File: config.mk
export PLATFORM = sky130hd
export DESIGN_NAME = tcr_issue
export DESIGN_NICKNAME = d
export VERILOG_FILES = /design/src/tcr_pkg.sv /design/src/tcr_issue.sv
export SDC_FILE = /design/constraint.sdc
export NUM_CORES = 1
export LEC_CHECK = 0
export ABC_CLOCK_PERIOD_IN_PS = 3800
export BUFFER_PORTS_ARGS = -buffer_cell sky130_fd_sc_hd__buf_2
export CORE_UTILIZATION = 35
export CTS_BUF_LIST = sky130_fd_sc_hd__clkbuf_2
export CTS_CLUSTER_SIZE = 40
export DETAILED_ROUTE_END_ITERATION = 8
export GPL_ROUTABILITY_DRIVEN = 0
export SETUP_SLACK_MARGIN = 0.15
export SLEW_MARGIN = 20
export SYNTH_ARGS = -nofsm -noshare
export SYNTH_HDL_FRONTEND = slang
export SYNTH_SLANG_ARGS = --single-unit
File: constraint.sdc
create_clock -name aclk -period 3.8 [get_ports aclk]
set_input_delay 0.38 -clock aclk [delete_from_list [all_inputs] [get_ports aclk]]
set_output_delay 0.38 -clock aclk [all_outputs]
set_load 0.02 [all_outputs]
File: src/tcr_pkg.sv
// Shared types and constants for the text cell renderer.
// Depends on nothing; every other file imports it.
package tcr_pkg;

    localparam int COLUMNS       = 80;
    localparam int ROWS          = 25;
    localparam int GLYPHS        = 256;
    localparam int GLYPH_ROWS    = 8;
    localparam int PALETTE_DEPTH = 16;
    localparam int FONT_DEPTH    = GLYPHS * GLYPH_ROWS;
    localparam int FONT_AW       = $clog2(FONT_DEPTH);

    typedef enum logic [1:0] {
        OP_RENDER        = 2'd0,
        OP_FONT_WRITE    = 2'd1,
        OP_PALETTE_WRITE = 2'd2
    } op_t;

    typedef logic [23:0] color_t;

    localparam color_t EGA_COLORS [PALETTE_DEPTH] = '{
        24'h000000, 24'h0000AA, 24'h00AA00, 24'h00AAAA,
        24'hAA0000, 24'hAA00AA, 24'hAA5500, 24'hAAAAAA,
        24'h555555, 24'h5555FF, 24'h55FF55, 24'h55FFFF,
        24'hFF5555, 24'hFF55FF, 24'hFFFF55, 24'hFFFFFF
    };

    // Pixel request leaving the issue stage.
    typedef struct packed {
        logic       valid;
        logic [7:0] code;
        logic [2:0] cy;
        logic [2:0] cx;
        logic [6:0] col;
        logic [4:0] row;
        color_t     fg;
        color_t     bg;
        logic       last;
    } pix_req_t;

    // Font row write from the input side.
    typedef struct packed {
        logic               en;
        logic [FONT_AW-1:0] addr;
        logic [7:0]         data;
    } font_wr_t;

    // Pixel after the glyph row fetch.
    typedef struct packed {
        logic       valid;
        logic [9:0] x;
        logic [7:0] y;
        logic [2:0] cx;
        logic [7:0] row_bits;
        color_t     fg;
        color_t     bg;
        logic       last;
    } pix_fetch_t;

endpackage

File: src/tcr_issue.sv
// Input stage: decodes transactions, holds the palette, sequences 64 pixels per cell.
// Depends on tcr_pkg.
module tcr_issue
    import tcr_pkg::*;
(
    input  logic       aclk,
    input  logic       aresetn,
    input  logic       s_valid,
    output logic       s_ready,
    input  logic [1:0] s_operation,
    input  logic [7:0] s_char_code,
    input  logic [7:0] s_attribute,
    input  logic [6:0] s_cell_column,
    input  logic [4:0] s_cell_row,
    input  logic [2:0] s_glyph_row,
    input  logic [3:0] s_palette_index,
    input  logic [23:0] s_write_data,
    input  logic       advance,
    output pix_req_t   req,
    output font_wr_t   fwr
);

    logic       busy_reg, busy_next;
    logic [5:0] cnt_reg, cnt_next;
    logic [7:0] code_reg;
    logic [6:0] col_reg;
    logic [4:0] row_reg;
    color_t     fg_reg, bg_reg;
    color_t     palette_reg [PALETTE_DEPTH];

    logic accept, issue, is_render, is_font, is_pal, in_screen, start;

    assign accept    = s_valid && s_ready;
    assign issue     = busy_reg && advance;
    // last pixel of a cell leaves this cycle: room for the next transaction
    assign s_ready   = !busy_reg || (issue && (&cnt_reg));
    assign in_screen = (int'(s_cell_column) < COLUMNS) && (int'(s_cell_row) < ROWS);
    assign start     = accept && is_render && in_screen;

    always_comb begin
        is_render = 1'b0;
        is_font   = 1'b0;
        is_pal    = 1'b0;
        case (op_t'(s_operation))
            OP_RENDER:        is_render = 1'b1;
            OP_FONT_WRITE:    is_font   = 1'b1;
            OP_PALETTE_WRITE: is_pal    = 1'b1;
            default: ;
        endcase
    end

    always_comb begin
        busy_next = busy_reg;
        cnt_next  = cnt_reg;
        if (issue) begin
            cnt_next = cnt_reg + 6'd1;
            if (&cnt_reg) busy_next = 1'b0;
        end
        if (start) begin
            busy_next = 1'b1;
            cnt_next  = '0;
        end
    end

    always_ff @(posedge aclk) begin
        if (!aresetn) begin
            busy_reg <= 1'b0;
            cnt_reg  <= '0;
        end else begin
            busy_reg <= busy_next;
            cnt_reg  <= cnt_next;
        end
    end

    // cell payload; colors looked up once per cell
    always_ff @(posedge aclk) begin
        if (start) begin
            code_reg <= s_char_code;
            col_reg  <= s_cell_column;
            row_reg  <= s_cell_row;
            fg_reg   <= palette_reg[s_attribute[3:0]];
            bg_reg   <= palette_reg[s_attribute[7:4]];
        end
    end

    always_ff @(posedge aclk) begin
        if (!aresetn) begin
            for (int i = 0; i < PALETTE_DEPTH; i++) palette_reg[i] <= EGA_COLORS[i];
        end else if (accept && is_pal) begin
            palette_reg[s_palette_index] <= s_write_data;
        end
    end

    assign fwr.en   = accept && is_font;
    assign fwr.addr = {s_char_code, s_glyph_row};
    assign fwr.data = s_write_data[7:0];

    assign req.valid = busy_reg;
    assign req.code  = code_reg;
    assign req.cy    = cnt_reg[5:3];
    assign req.cx    = cnt_reg[2:0];
    assign req.col   = col_reg;
    assign req.row   = row_reg;
    assign req.fg    = fg_reg;
    assign req.bg    = bg_reg;
    assign req.last  = &cnt_reg;

    a_count_steps: assert property (@(posedge aclk) disable iff (!aresetn)
        busy_reg && advance && !(&cnt_reg) |=> busy_reg && cnt_reg == $past(cnt_reg) + 6'd1)
        else $error("pixel counter skipped or cell ended early");

    a_stall_holds: assert property (@(posedge aclk) disable iff (!aresetn)
        busy_reg && !advance |=> busy_reg && $stable(cnt_reg))
        else $error("pixel counter moved during stall");

    a_cell_start: assert property (@(posedge aclk) disable iff (!aresetn)
        start |=> busy_reg && cnt_reg == 6'd0)
        else $error("render transaction did not start a cell");

endmodule

==> flow_metrics.env <==
export IMPL_period_minus_slack_ns=3.356
export IMPL_sw_frac_of_total_pct=27.98
export IMPL_vias=15970
export IMPL_cts_inserted_buffers=114
export IMPL_hpwl_mm=45.27
export IMPL_hold_viol=0
export IMPL_worst_slew_pin_slew_ns=1.199
export IMPL_start_util_pct=35.52
export IMPL_ios=162
export IMPL_post_synth_top_area_cell="edfxtp_1"
export IMPL_muxShareOfSynthArea_pct=18.82
export IMPL_grt_pass1_vias=16540
export IMPL_grt_most_used_layer="met2"
export IMPL_yosysSeqAreaShare_pct=59.67
export IMPL_synth_most_common_cell="edfxtp_1"
export IMPL_synth_common_cells="452 x edfxtp_1, 198 x or3_1, 192 x mux4_2, 129 x nor3b_1, 121 x clkbuf_1"
export IMPL_path_clk_slew_ns=0.11
export IMPL_cp_max_fo=36
export IMPL_root_buffer="clkbuf_2"
export IMPL_drt_wl_total_mm=76.91
export IMPL_yosys_area_share_simple_pct=13.59
export IMPL_htreeDepth=3
export IMPL_placed_cells=2348
export IMPL_rows=93
export IMPL_insertion_delay_ns=1.16
export IMPL_hp_class="input pin to flip-flop"
export IMPL_die_w_um=258.2
export IMPL_outcome="finished, final reports clean"
export IMPL_fp_dieH_um=258.2
export IMPL_async_flop_share_pct=0
export IMPL_route_detailed_drc=0
export IMPL_internal_power_w=0.007383
export IMPL_crit_arrival_ns=2.98
export IMPL_synth_top_area_share_pct=59.06
export IMPL_met3_usage_pct=5.536
export IMPL_coreArea_mm2=0.06470
export IMPL_worst_setup_path_end_kind="output pin"
export IMPL_start_kind="flip-flop"
export IMPL_path_cells="ha_1, nand4_1, o21a_4, inv_2, buf_16, and3_1, buf_2"
export IMPL_grt_pass1_wl_mm=111.3
export IMPL_drive_gt1_share_pct=35.00
export IMPL_crit_slowest_cell="dfxtp_1"
export IMPL_syn2layout_area_growth_pct=16.36
export IMPL_grt_max_degree=102
export IMPL_grt_usage_pct=22.97
export IMPL_r2r_start="cnt_reg[0]$_SDFFE_PP0P_"
export IMPL_synth_compound_area_share_pct=3.904
export IMPL_pwr_share_seq_pct=56.6
export IMPL_avgSynthCellArea_um2=15.68
export IMPL_dr_pass1_iters=7
export IMPL_largest_register_ff_count=384
export IMPL_fin_crit_sh_pct=88.33
export IMPL_synth_fa_ha_area_share_pct=0.05445
export IMPL_synthCells=1466
export IMPL_final_fill_count=5961
export IMPL_die_area_mm2=0.06669
export IMPL_ys_flop_type="edfxtp_1"
export IMPL_finClkSkew_ns=0.08557
export IMPL_yosysWarnings=0
export IMPL_ys_ff_latch=459
export IMPL_max_slew_margin_rel_pct=19.45
export IMPL_required_ns=3.42
export IMPL_setup_violations=0
export IMPL_seq_area_mm2=0.01371
export IMPL_synthesis_nets=1532
export IMPL_synth_area_leaders="edfxtp_1 59%, mux4_2 19%, or3_1 5.4%"
export IMPL_power_frac_comb_pct=11.7
export IMPL_cts_buffer_depth=3
export IMPL_cts_tree="built"
export IMPL_max_cap_violations=0
export IMPL_worst_r2r_cell_count=7
export IMPL_power_share_clock_pct=31.7
export IMPL_ys_types=36
export IMPL_worstReg2RegEnd="palette_reg[10][12]$_SDFFCE_PN1P_"
export IMPL_drtAntennaViolNets=0
export IMPL_antenna_found_initial=4
export IMPL_min_to="bg_reg[6]$_DFFE_PP_"
export IMPL_min_from="s_attribute[6]"
export IMPL_fin_nets=1766
export IMPL_synth_area_mm2=0.02298
export IMPL_grt_util_met1_pct=30.08
export IMPL_via_per_inst=6.039
export IMPL_synth_xor_area_share_pct=0.07622
export IMPL_multiInputGateArea_mm2=0.008594
export IMPL_slowest_delay_ns=0.43
export IMPL_synth_edf_count=452
export IMPL_powerDensity_mw_per_mm2=383.4
export IMPL_worstSetupPathType="flip-flop to output pin"
export IMPL_port_buffers=155
export IMPL_overflow=0
export IMPL_p_leak_nw=8.846
export IMPL_switchingPower_w=0.002868
export IMPL_fin_hold_ws_ns=0.07611
export IMPL_drt_initial_drc_count=1806
export IMPL_irDropWorstVdd_uv=177.4
export IMPL_synth_top_family_by_area="multiplexers"
export IMPL_cts_sinks=459
export IMPL_final_cells=2644
export IMPL_reg2reg_setup_slack_ns=0.73
export IMPL_finalSetupTns_ns=0
export IMPL_rsz0062_at_grt="no"
export IMPL_use_met2_pct=36.29
export IMPL_slew_viol_final=0
export IMPL_hold_depth=4
export IMPL_max_freq_ghz=0.2979
export IMPL_wire_per_inst_um=29.09
==> cell usage in the layout (no fill, tap or decap), types with 12 or more instances in the layout <==
cell	n
edfxtp_1	452
or3_1	198
mux4_2	192
clkbuf_2	165
buf_2	151
nor3b_1	129
a22oi_1	96
dlygate4sd3_1	85
and3_1	69
buf_4	55
nand2_1	52
clkinv_1	23
nand3_1	14
o21ai_4	13
buf_12	12
==> metal layers <==
layer	share of wire, %	vias up
li1	-	6524
met1	39	8287
met2	47	962
met3	9.6	191
met4	4.0	2
met5	0.021	-
==> per-stage QoR <==
stage	total power, W	worst slack [ns]	util (%)	instance area, um2
2_1_floorplan	0.006587	0.08474	-	22980
3_3_place_gp	0.006999	1.000	38.31	24790
6_report	0.01025	0.4435	41.33	26740
5_1_grt	0.01066	0.2543	41.31	26730
3_5_place_dp	0.007024	0.9508	38.31	24790
4_1_cts	0.01031	0.1739	41.19	26650
==> logic make-up after synthesis <==
family	after synthesis
simple gates	492
flops	459
buf+inv	195
mux	192
compound gates	125
xor+xnor	2
fa+ha+maj	1
==> worst max-delay path: cells and delay by family, from the launching register on <==
| kind | cells | cell delay [ns] |
|---|---|---|
| adder cells (fa/ha/maj) | 1 | 0.25 |
| buffers and inverters | 3 | 0.55 |
| flip-flops | 1 | 0.43 |
| AO/OA/AOI/OAI | 1 | 0.25 |
| AND/OR/NAND/NOR | 2 | 0.35 |
==> power by group through the flow <==
stage	Combinational, W	Clock, W	Sequential [W]
final	0.00120	0.00325	0.00580
after global routing	0.00126	0.00358	0.00581
after CTS	0.00119	0.00333	0.00580
after detailed placement	0.00111	0	0.00591
after global placement	0.00110	0	0.00590
after floorplan	0.000681	0	0.00591
==> layout make-up <==
cell class / count / share of cell area, %
Timing Repair Buffer: 308 / 8.834
Clock inverter: 34 / 0.5522
Tap cell: 855 / 4.001
Sequential cell: 459 / 51.28
Multi-Input combinational cell: 814 / 32.14
Clock buffer: 165 / 3.088
Inverter: 3 / 0.04211
Antenna cell: 6 / 0.05615
==> worst max path at each step <==
| stage | from | to | slack (ns) | cells after the start |
|---|---|---|---|---|
| after floorplan | cnt_reg[0]$_SDFFE_PP0P_ | palette_reg[10][0]$_SDFFCE_PN1P_ | 0.08 | 7 |
| after global placement | s_operation[0] | palette_reg[2][13]$_SDFFCE_PN1P_ | 1.00 | 6 |
| after detailed placement | s_operation[0] | palette_reg[2][13]$_SDFFCE_PN1P_ | 0.95 | 6 |
| after CTS | cnt_reg[0]$_SDFFE_PP0P_ | fwr[19] | 0.17 | 7 |
| after global routing | cnt_reg[0]$_SDFFE_PP0P_ | fwr[19] | 0.25 | 7 |
| final | cnt_reg[0]$_SDFFE_PP0P_ | fwr[19] | 0.44 | 7 |
==> what timing repair did <==
action / in CTS / in global routing
buffers inserted: 1 / 1
gates resized for setup: 3 / 1
pin swaps: 2 / 0
endpoints found under the setup margin: 2 / 1
hold endpoints to repair: 474 / 0
hold buffers: 85 / 0
gates cloned: 2 / 1
Power figures use the tool's default switching activity.
