[config.mk]
export PLATFORM = sky130hd
export DESIGN_NAME = tcr_shade
export DESIGN_NICKNAME = d
export VERILOG_FILES = /design/src/tcr_pkg.sv /design/src/tcr_shade.sv
export SDC_FILE = /design/constraint.sdc
export NUM_CORES = 1
export LEC_CHECK = 0
export ABC_AREA = 1
export BUFFER_PORTS_ARGS = -buffer_cell sky130_fd_sc_hd__buf_2
export CAP_MARGIN = 20
export CORE_ASPECT_RATIO = 1.2
export CORE_MARGIN = 2
export CORE_UTILIZATION = 31
export CTS_BUF_LIST = sky130_fd_sc_hd__clkbuf_8
export CTS_CLUSTER_DIAMETER = 200
export DETAILED_ROUTE_END_ITERATION = 16
export GPL_TIMING_DRIVEN = 0
export SLEW_MARGIN = 5
export SYNTH_ARGS = -nofsm -noshare
export SYNTH_HDL_FRONTEND = slang
export SYNTH_SLANG_ARGS = --single-unit
[constraint.sdc]
create_clock -name aclk -period 2.15 [get_ports aclk]
set_clock_uncertainty 0.2 [all_clocks]
set_input_delay 0.43 -clock aclk [delete_from_list [all_inputs] [get_ports aclk]]
set_output_delay 0.43 -clock aclk [all_outputs]
set_load 0.005 [all_outputs]
[src/tcr_pkg.sv]
// Shared types and constants for the text cell renderer.
// Depends on nothing; every other file imports it.
package tcr_pkg;

    localparam int COLUMNS       = 80;
    localparam int ROWS          = 25;
    localparam int GLYPHS        = 256;
    localparam int GLYPH_ROWS    = 8;
    localparam int PALETTE_DEPTH = 16;
    localparam int FONT_DEPTH    = GLYPHS * GLYPH_ROWS;
    localparam int FONT_AW       = $clog2(FONT_DEPTH);

    typedef enum logic [1:0] {
        OP_RENDER        = 2'd0,
        OP_FONT_WRITE    = 2'd1,
        OP_PALETTE_WRITE = 2'd2
    } op_t;

    typedef logic [23:0] color_t;

    localparam color_t EGA_COLORS [PALETTE_DEPTH] = '{
        24'h000000, 24'h0000AA, 24'h00AA00, 24'h00AAAA,
        24'hAA0000, 24'hAA00AA, 24'hAA5500, 24'hAAAAAA,
        24'h555555, 24'h5555FF, 24'h55FF55, 24'h55FFFF,
        24'hFF5555, 24'hFF55FF, 24'hFFFF55, 24'hFFFFFF
    };

    // Pixel request leaving the issue stage.
    typedef struct packed {
        logic       valid;
        logic [7:0] code;
        logic [2:0] cy;
        logic [2:0] cx;
        logic [6:0] col;
        logic [4:0] row;
        color_t     fg;
        color_t     bg;
        logic       last;
    } pix_req_t;

    // Font row write from the input side.
    typedef struct packed {
        logic               en;
        logic [FONT_AW-1:0] addr;
        logic [7:0]         data;
    } font_wr_t;

    // Pixel after the glyph row fetch.
    typedef struct packed {
        logic       valid;
        logic [9:0] x;
        logic [7:0] y;
        logic [2:0] cx;
        logic [7:0] row_bits;
        color_t     fg;
        color_t     bg;
        logic       last;
    } pix_fetch_t;

endpackage

[src/tcr_shade.sv]
// Output stage: picks foreground or background per pixel, holds the result register.
// Depends on tcr_pkg.
module tcr_shade
    import tcr_pkg::*;
(
    input  logic       aclk,
    input  logic       aresetn,
    input  pix_fetch_t fet,
    output logic       advance,
    output logic       m_valid,
    input  logic       m_ready,
    output logic [9:0] m_pixel_x,
    output logic [7:0] m_pixel_y,
    output logic [23:0] m_pixel_color,
    output logic       m_last_pixel
);

    logic       valid_reg;
    logic [9:0] x_reg;
    logic [7:0] y_reg;
    color_t     color_reg;
    logic       last_reg;

    assign advance = !valid_reg || m_ready;

    always_ff @(posedge aclk) begin
        if (!aresetn) valid_reg <= 1'b0;
        else if (advance) valid_reg <= fet.valid;
    end

    // leftmost pixel sits in bit 7, so bit index is ~cx
    always_ff @(posedge aclk) begin
        if (advance) begin
            x_reg     <= fet.x;
            y_reg     <= fet.y;
            color_reg <= fet.row_bits[~fet.cx] ? fet.fg : fet.bg;
            last_reg  <= fet.last;
        end
    end

    assign m_valid       = valid_reg;
    assign m_pixel_x     = x_reg;
    assign m_pixel_y     = y_reg;
    assign m_pixel_color = color_reg;
    assign m_last_pixel  = last_reg;

endmodule

==> key figures, run 1 <==
Critical path
  – Crit path required time: 1.52 ns
  – WP data arrival: approximately 1.3 ns
  – Worst-path maximum fanout: 23
  – Crit end category: output port
  – Critical path class: register to output port
  – CP startpoint kind: register

Route
  – Post-route antenna net violation count: 0
  – Drt total wl: 4260 um
  – Initial DRT Pass Iterations: 4
  – Drt drc: 0
  – 1st-iter DRT viols: 43
  – Vias per cell: approximately 4.1
  – Via count: ~1,500
  – DR WL/cell: 11.6 um

Floorplan
  – Initial core utilization: between 30 and 40%
  – Rows: 30
  – Die Ht: a little under 90 um
  – Core ar.: ~0.0057 mm^2
  – Die ar.: approximately 0.0066 mm^2
  – Die width: between 70 and 80 um
  – I/O Pins: between 100 and 150

Power and ir drop
  – Leakage power: 1.40 nW
  – Power per cell area: approximately 730 mW/mm^2
  – Worst vdd ir: between 0.2 and 0.25 mV

Global routing
  – GRT Total Usage: roughly an eighth
  – Vias in the first global route: approximately 1,400
  – Initial antenna violation count: 0
  – First-pass GRT wire length: 6350 um
  – Total gr overflow: 0
  – Pin count of the biggest net entering global routing: 24

Clock network
  – Gates resized, CTS repair: 0
  – Clock Tree Buf Depth: 2
  – Clock Tree Root: clkbuf_8
  – CTS tree: done
  – Clock Sinks: 44
  – Later-pin clock latency in the skew report: 0.28 ns
  – Post-CTS setup buffers: 0
  – Clk slew on worst S/H paths: 0.08 ns
  – H-tree Lvls: 2
  – Post-CTS Hold Fix Bufs: 0
  – Total CTS buffers: 5

Placed design
  – Detail Placement HPWL: about 3400 um
  – Final GP Congestion: roughly 0.73
  – Port bufs: approximately 130

Final layout
  – Nets: 368
  – Most frequent cells in the layout: buf_2, nand2_1, edfxtp_1
  – Final Util: 47.6%
  – Most common cell after layout, fill and taps aside: buf_2
  – P&R area growth vs syn: 47.0%
  – Ant. Diodes: 0
  – Fraction of layout cells with a size suffix above 1: between 50% and 60%

Logic synthesis
  – Cells after synthesis: about 150
  – Avg Cell Area, Syn: around 12 um^2
  – Synth Area in Compound Gates: 0.404%
  – Synth warnings: 0
  – Sequential-to-total area share from yosys stat: roughly 70%
  – Post-synthesis adder-cell area fraction: 0%
  – Largest area contributor in the netlist: edfxtp_1
  – Post-synthesis simple-gate area fraction: 23.4%
  – Post-Syn Area: between 0.0015 and 0.002 mm^2
  – Multiplexer area fraction after synthesis: 0%
  – Net count after synthesis: ~230
  – Xor/xnor share of the synthesized area: 0%
  – Largest family of logic cells by synthesized area: simple AND/OR/NAND/NOR gates
  – Post-synth top area share: between 60 and 70%
  – Netlist cell types: 14
  – Register bit total from synthesis: 44
  – Area contributors post-synth: edfxtp_1, nand2_1, nand3_1, nand2_2, inv_1

Timing
  – Least-Margin Pin Slew: 0.328 ns
  – Setup-failing EPs final: 0
  – Crit path time final: ~1.9 ns
  – RSZ-0062 raised after global routing: no
  – Fmax achieved: ~0.53 GHz
  – Final period util: between 80% and 90%
  – TNS Setup: 0 ns
  – Hold Vio Cnt, Final: 0
  – Worst rel slew slack: 78.1%
  – Max-slew violation count: 0

Run status
  – Status: finished clean

Hold path
  – Worst min path class: primary input to register

Run
  – Maxcap violations: 0
## per-layer routing
layer  part of all wire [%]  vias to the layer above  wire length (um)  global-route usage (%)
met5                      0                        -                 0                       0
met4                    1.6                        0                70                    4.87
met3                    9.1                        6               388                    4.10
met2                     53                       70              2270                    22.5
met1                     36                      660              1530                    13.8
li1                       -                      782                 -                       -
## power breakdown
| part | switching [mW] | internal [mW] | total (mW) |
|---|---|---|---|
| sequential | 0.0191 | 1.04 | 1.06 |
| combinational | 0.169 | 0.169 | 0.338 |
| clock | 0.265 | 0.340 | 0.605 |
## critical path: stages, from the launching register on
cell and delay [ns]:
dfxtp_1 0.37, nand2_4 0.21, buf_16 0.24, buf_2 0.13
## final cells by class
class                      count  area (um^2)
clock inverter                 3         38.8
fill                         560         3010
inverter                      13         48.8
multi-input combinational     89          450
sequential                    44         1310
tap                           80          100
buffer                         6         56.3
timing repair buffer         127          658
clock buffer                   5         68.8
## synthesized netlist by cell type, drive strengths merged
library cell	count
a21boi	1
buf	6
dfxtp	1
edfxtp	43
inv	13
nand2	58
nand3	30
## per-stage QoR
| step | cell area, um^2 | setup slack, ns | hold slack (ns) | power (mW) | instances |
|---|---|---|---|---|---|
| after floorplan | 1860 | 0.102 | 0.329 | 1.23 | 152 |
| after global placement | 2590 | -0.691 | 0.407 | 1.42 | 358 |
| after detailed placement | 2620 | 0.132 | 0.409 | 1.43 | 359 |
| after CTS | 2730 | 0.0525 | 0.103 | 2.04 | 367 |
| after global routing | 2730 | 0.165 | 0.0918 | 2.11 | 367 |
| final | 2730 | 0.264 | 0.114 | 2.01 | 367 |
## sequential cells by signal (all words and copies together), names as in the netlist
signal and cells:
m_valid 1, m_pixel_x 10, m_pixel_y 8, m_last_pixel 1
m_pixel_color 24
## kinds of logic after synthesis
group	count (synthesis)
simple gates	88
flops	44
compound gates	1
buf+inv	19
## worst paths after layout
path	to	start	depth (start not counted)	slack [ns]
worst max-delay path	advance	m_valid$_SDFFE_PN0P_	3	0.26
worst min-delay path	m_pixel_x[9]$_DFFE_PP_	fet[77]	1	0.11
worst max register to register	m_pixel_color[16]$_DFFE_PP_	m_valid$_SDFFE_PN0P_	2	0.83
worst min register to register	m_valid$_SDFFE_PN0P_	m_valid$_SDFFE_PN0P_	2	0.59
(Power assumes the default switching activity.)
==> run 2: changes to the inputs <==
==> constraint.sdc (replaced) <==
create_clock -name aclk -period 2.37 [get_ports aclk]
set_clock_uncertainty 0.2 [all_clocks]
set_input_delay 0.474 -clock aclk [delete_from_list [all_inputs] [get_ports aclk]]
set_output_delay 0.474 -clock aclk [all_outputs]
set_load 0.005 [all_outputs]
==> key figures, run 2 (same netlist as run 1, synthesis figures left out) <==
Placed design
  – Detail Placement HPWL: 3370 um (unchanged)
  – Placed Area: 0.00262 mm^2 (unchanged)
  – Final GP Congestion: 0.732 (unchanged)
  – Port bufs: 126 (unchanged)

Power and ir drop
  – Total Power: 1.82 mW (-9.3%)
  – Gate power share: 16.8% (about the same)
  – Sequential cell fraction of total power: 53.0% (about the same)
  – Internal portion of total power: 1.41 mW (-9.3%)
  – Leakage power: 1.39 nW (-0.45%)
  – Worst vdd ir: 0.218 mV (-9.3%)
  – Sw Share: 22.6% (about the same)
  – Sw power: 0.411 mW (-9.4%)
  – Clock power frac: 30.2% (about the same)
  – Power per cell area: 667 mW/mm^2 (-9.2%)

Critical path
  – Crit path required time: 1.70 ns (+0.18 ns)
  – CP startpoint kind: register
  – Worst-path maximum fanout: 23 (unchanged)
  – WP data arrival: 1.43 ns (+0.17 ns)
  – Critical path class: register to output port
  – R2R Path Start: m_valid$_SDFFE_PN0P_
  – Worst R2R Setup Slack: 0.88 ns (+0.05 ns)
  – Reg-to-reg endpoint: m_pixel_color[16]$_DFFE_PP_
  – Crit end category: output port
  – Reg2Reg Depth: 2 (unchanged)

Route
  – DR WL/cell: 11.6 um (-0.38%)
  – Initial DRT Pass Iterations: 4 (unchanged)
  – Post-route antenna net violation count: 0 (unchanged)
  – Vias per cell: 4.15 (+0.26%)
  – 1st-iter DRT viols: 47 (+9.3%)
  – Via count: 1,522 (+0.26%)
  – Drt total wl: 4240 um (-0.38%)
  – Drt drc: 0 (unchanged)

Final layout
  – Nets: 368 (unchanged)
  – Most common cell after layout, fill and taps aside: buf_2
  – Max FFs per register: 24 (unchanged)
  – Layout filler cell count: 563 (+0.54%)
  – P&R area growth vs syn: 46.7%
  – Post-route cell area: 0.00273 mm^2 (-0.18%)
  – Ant. Diodes: 0 (unchanged)
  – Final Util: 47.5% (-0.087 points)
  – Most frequent cells in the layout: buf_2, nand2_1, edfxtp_1
  – Fraction of layout cells with a size suffix above 1: 54.7% (unchanged)

Hold path
  – Min-Delay Path Depth: 1 (unchanged)
  – Worst min path class: primary input to register
  – Min-delay src: fet[77]
  – Worst Hold End: m_pixel_x[9]$_DFFE_PP_

Clock network
  – Later-pin clock latency in the skew report: 0.28 ns (about the same)
  – Post-CTS setup buffers: 0 (unchanged)
  – CTS tree: done
  – Clock Tree Root: clkbuf_8
  – H-tree Lvls: 2 (unchanged)
  – Total CTS buffers: 5 (unchanged)
  – Post-CTS Hold Fix Bufs: 0 (unchanged)
  – Clk slew on worst S/H paths: 0.08 ns (about the same)
  – Clock Sinks: 44 (unchanged)
  – Gates resized, CTS repair: 0 (unchanged)
  – Clock Tree Buf Depth: 2 (unchanged)

Timing
  – Worst rel slew slack: 61.7% (-16 points)
  – Final hold slack: 0.158 ns (+0.0438 ns)
  – Setup-failing EPs final: 0 (unchanged)
  – Crit path time final: ~2.1 ns
  – Final period util: around nine tenths
  – Hold Vio Cnt, Final: 0 (unchanged)
  – Max-slew violation count: 0 (unchanged)
  – RSZ-0062 raised after global routing: no
  – Least-Margin Pin Slew: 0.573 ns (+0.245 ns)
  – Fmax achieved: between 0.4 and 0.5 GHz

Global routing
  – Initial antenna violation count: 0 (unchanged)
  – First-pass GRT wire length: 6350 um (unchanged)
  – GRT Total Usage: 12.6% (unchanged)
  – Total gr overflow: 0 (unchanged)
  – Pin count of the biggest net entering global routing: 24 (unchanged)
  – Vias in the first global route: 1,409 (unchanged)

Floorplan
  – I/O Pins: 127 (unchanged)
  – Die Ht: 88.8 um (unchanged)
  – Rows: 30 (unchanged)
  – Initial core utilization: 32.4% (unchanged)
  – Die ar.: 0.00664 mm^2 (unchanged)
  – Core ar.: 0.00574 mm^2 (unchanged)
  – Die width: 74.7 um (unchanged)

Run
  – Maxcap violations: 0 (unchanged)

Run status
  – Status: finished clean
run 2: cell counts in the layout (fill, tap and decap cells not counted):
Identical to the previous run, type by type.
run 2: final cells by class:
| type | count | area (um^2) | share of cell area [%] |
|---|---|---|---|
| inverters | 13 | 48.8 | 1.79 |
| repair buffers | 127 | 658 | 24.1 |
| plain buffers | 6 | 56.3 | 2.06 |
| flip-flops and latches | 44 | 1310 | 48.1 |
| multi-input cells | 89 | 445 | 16.3 |
| clock buffers | 5 | 68.8 | 2.52 |
| clock inverters | 3 | 38.8 | 1.42 |
| well taps | 80 | 100 | 3.67 |
run 2: routing by layer:
metal	vias up	GRT usage [%]	wire [um]
li1	782	-	-
met2	70	22.5	2260
met1	664	13.8	1530
met3	6	4.10	385
met4	0	4.87	70
met5	-	0	0
run 2: worst max-delay path by stage:
stage,startpoint,to,slack [ns]
3_3_place_gp,m_ready,advance,-0.56
3_5_place_dp,m_ready,advance,0.26
5_1_grt,m_valid$_SDFFE_PN0P_,advance,0.13
4_1_cts,m_valid$_SDFFE_PN0P_,advance,0.23
6_report,m_valid$_SDFFE_PN0P_,advance,0.26
2_1_floorplan,m_ready,advance,0.23
run 2: critical path, stage by stage (launching register included):
cell and delay, ns:
dfxtp_1 0.35, nand2_2 0.34, buf_16 0.31, buf_2 0.14
run 2: power groups by stage:
| stage | clock, mW | combinational (mW) | sequential, mW |
|---|---|---|---|
| detailed placement | 0 | 0.312 | 0.984 |
| global route | 0.595 | 0.345 | 0.974 |
| floorplan | 0 | 0.120 | 0.999 |
| CTS | 0.568 | 0.313 | 0.966 |
| finish | 0.549 | 0.306 | 0.965 |
| global placement | 0 | 0.302 | 0.982 |
run 2: per-stage QoR:
stage                     setup TNS, ns  cells  setup slack (ns)
after global routing                  0    367             0.134
after detailed placement              0    359             0.264
after CTS                             0    367             0.228
after global placement            -9.45    358            -0.559
final                                 0    367             0.263
after floorplan                       0    152             0.234
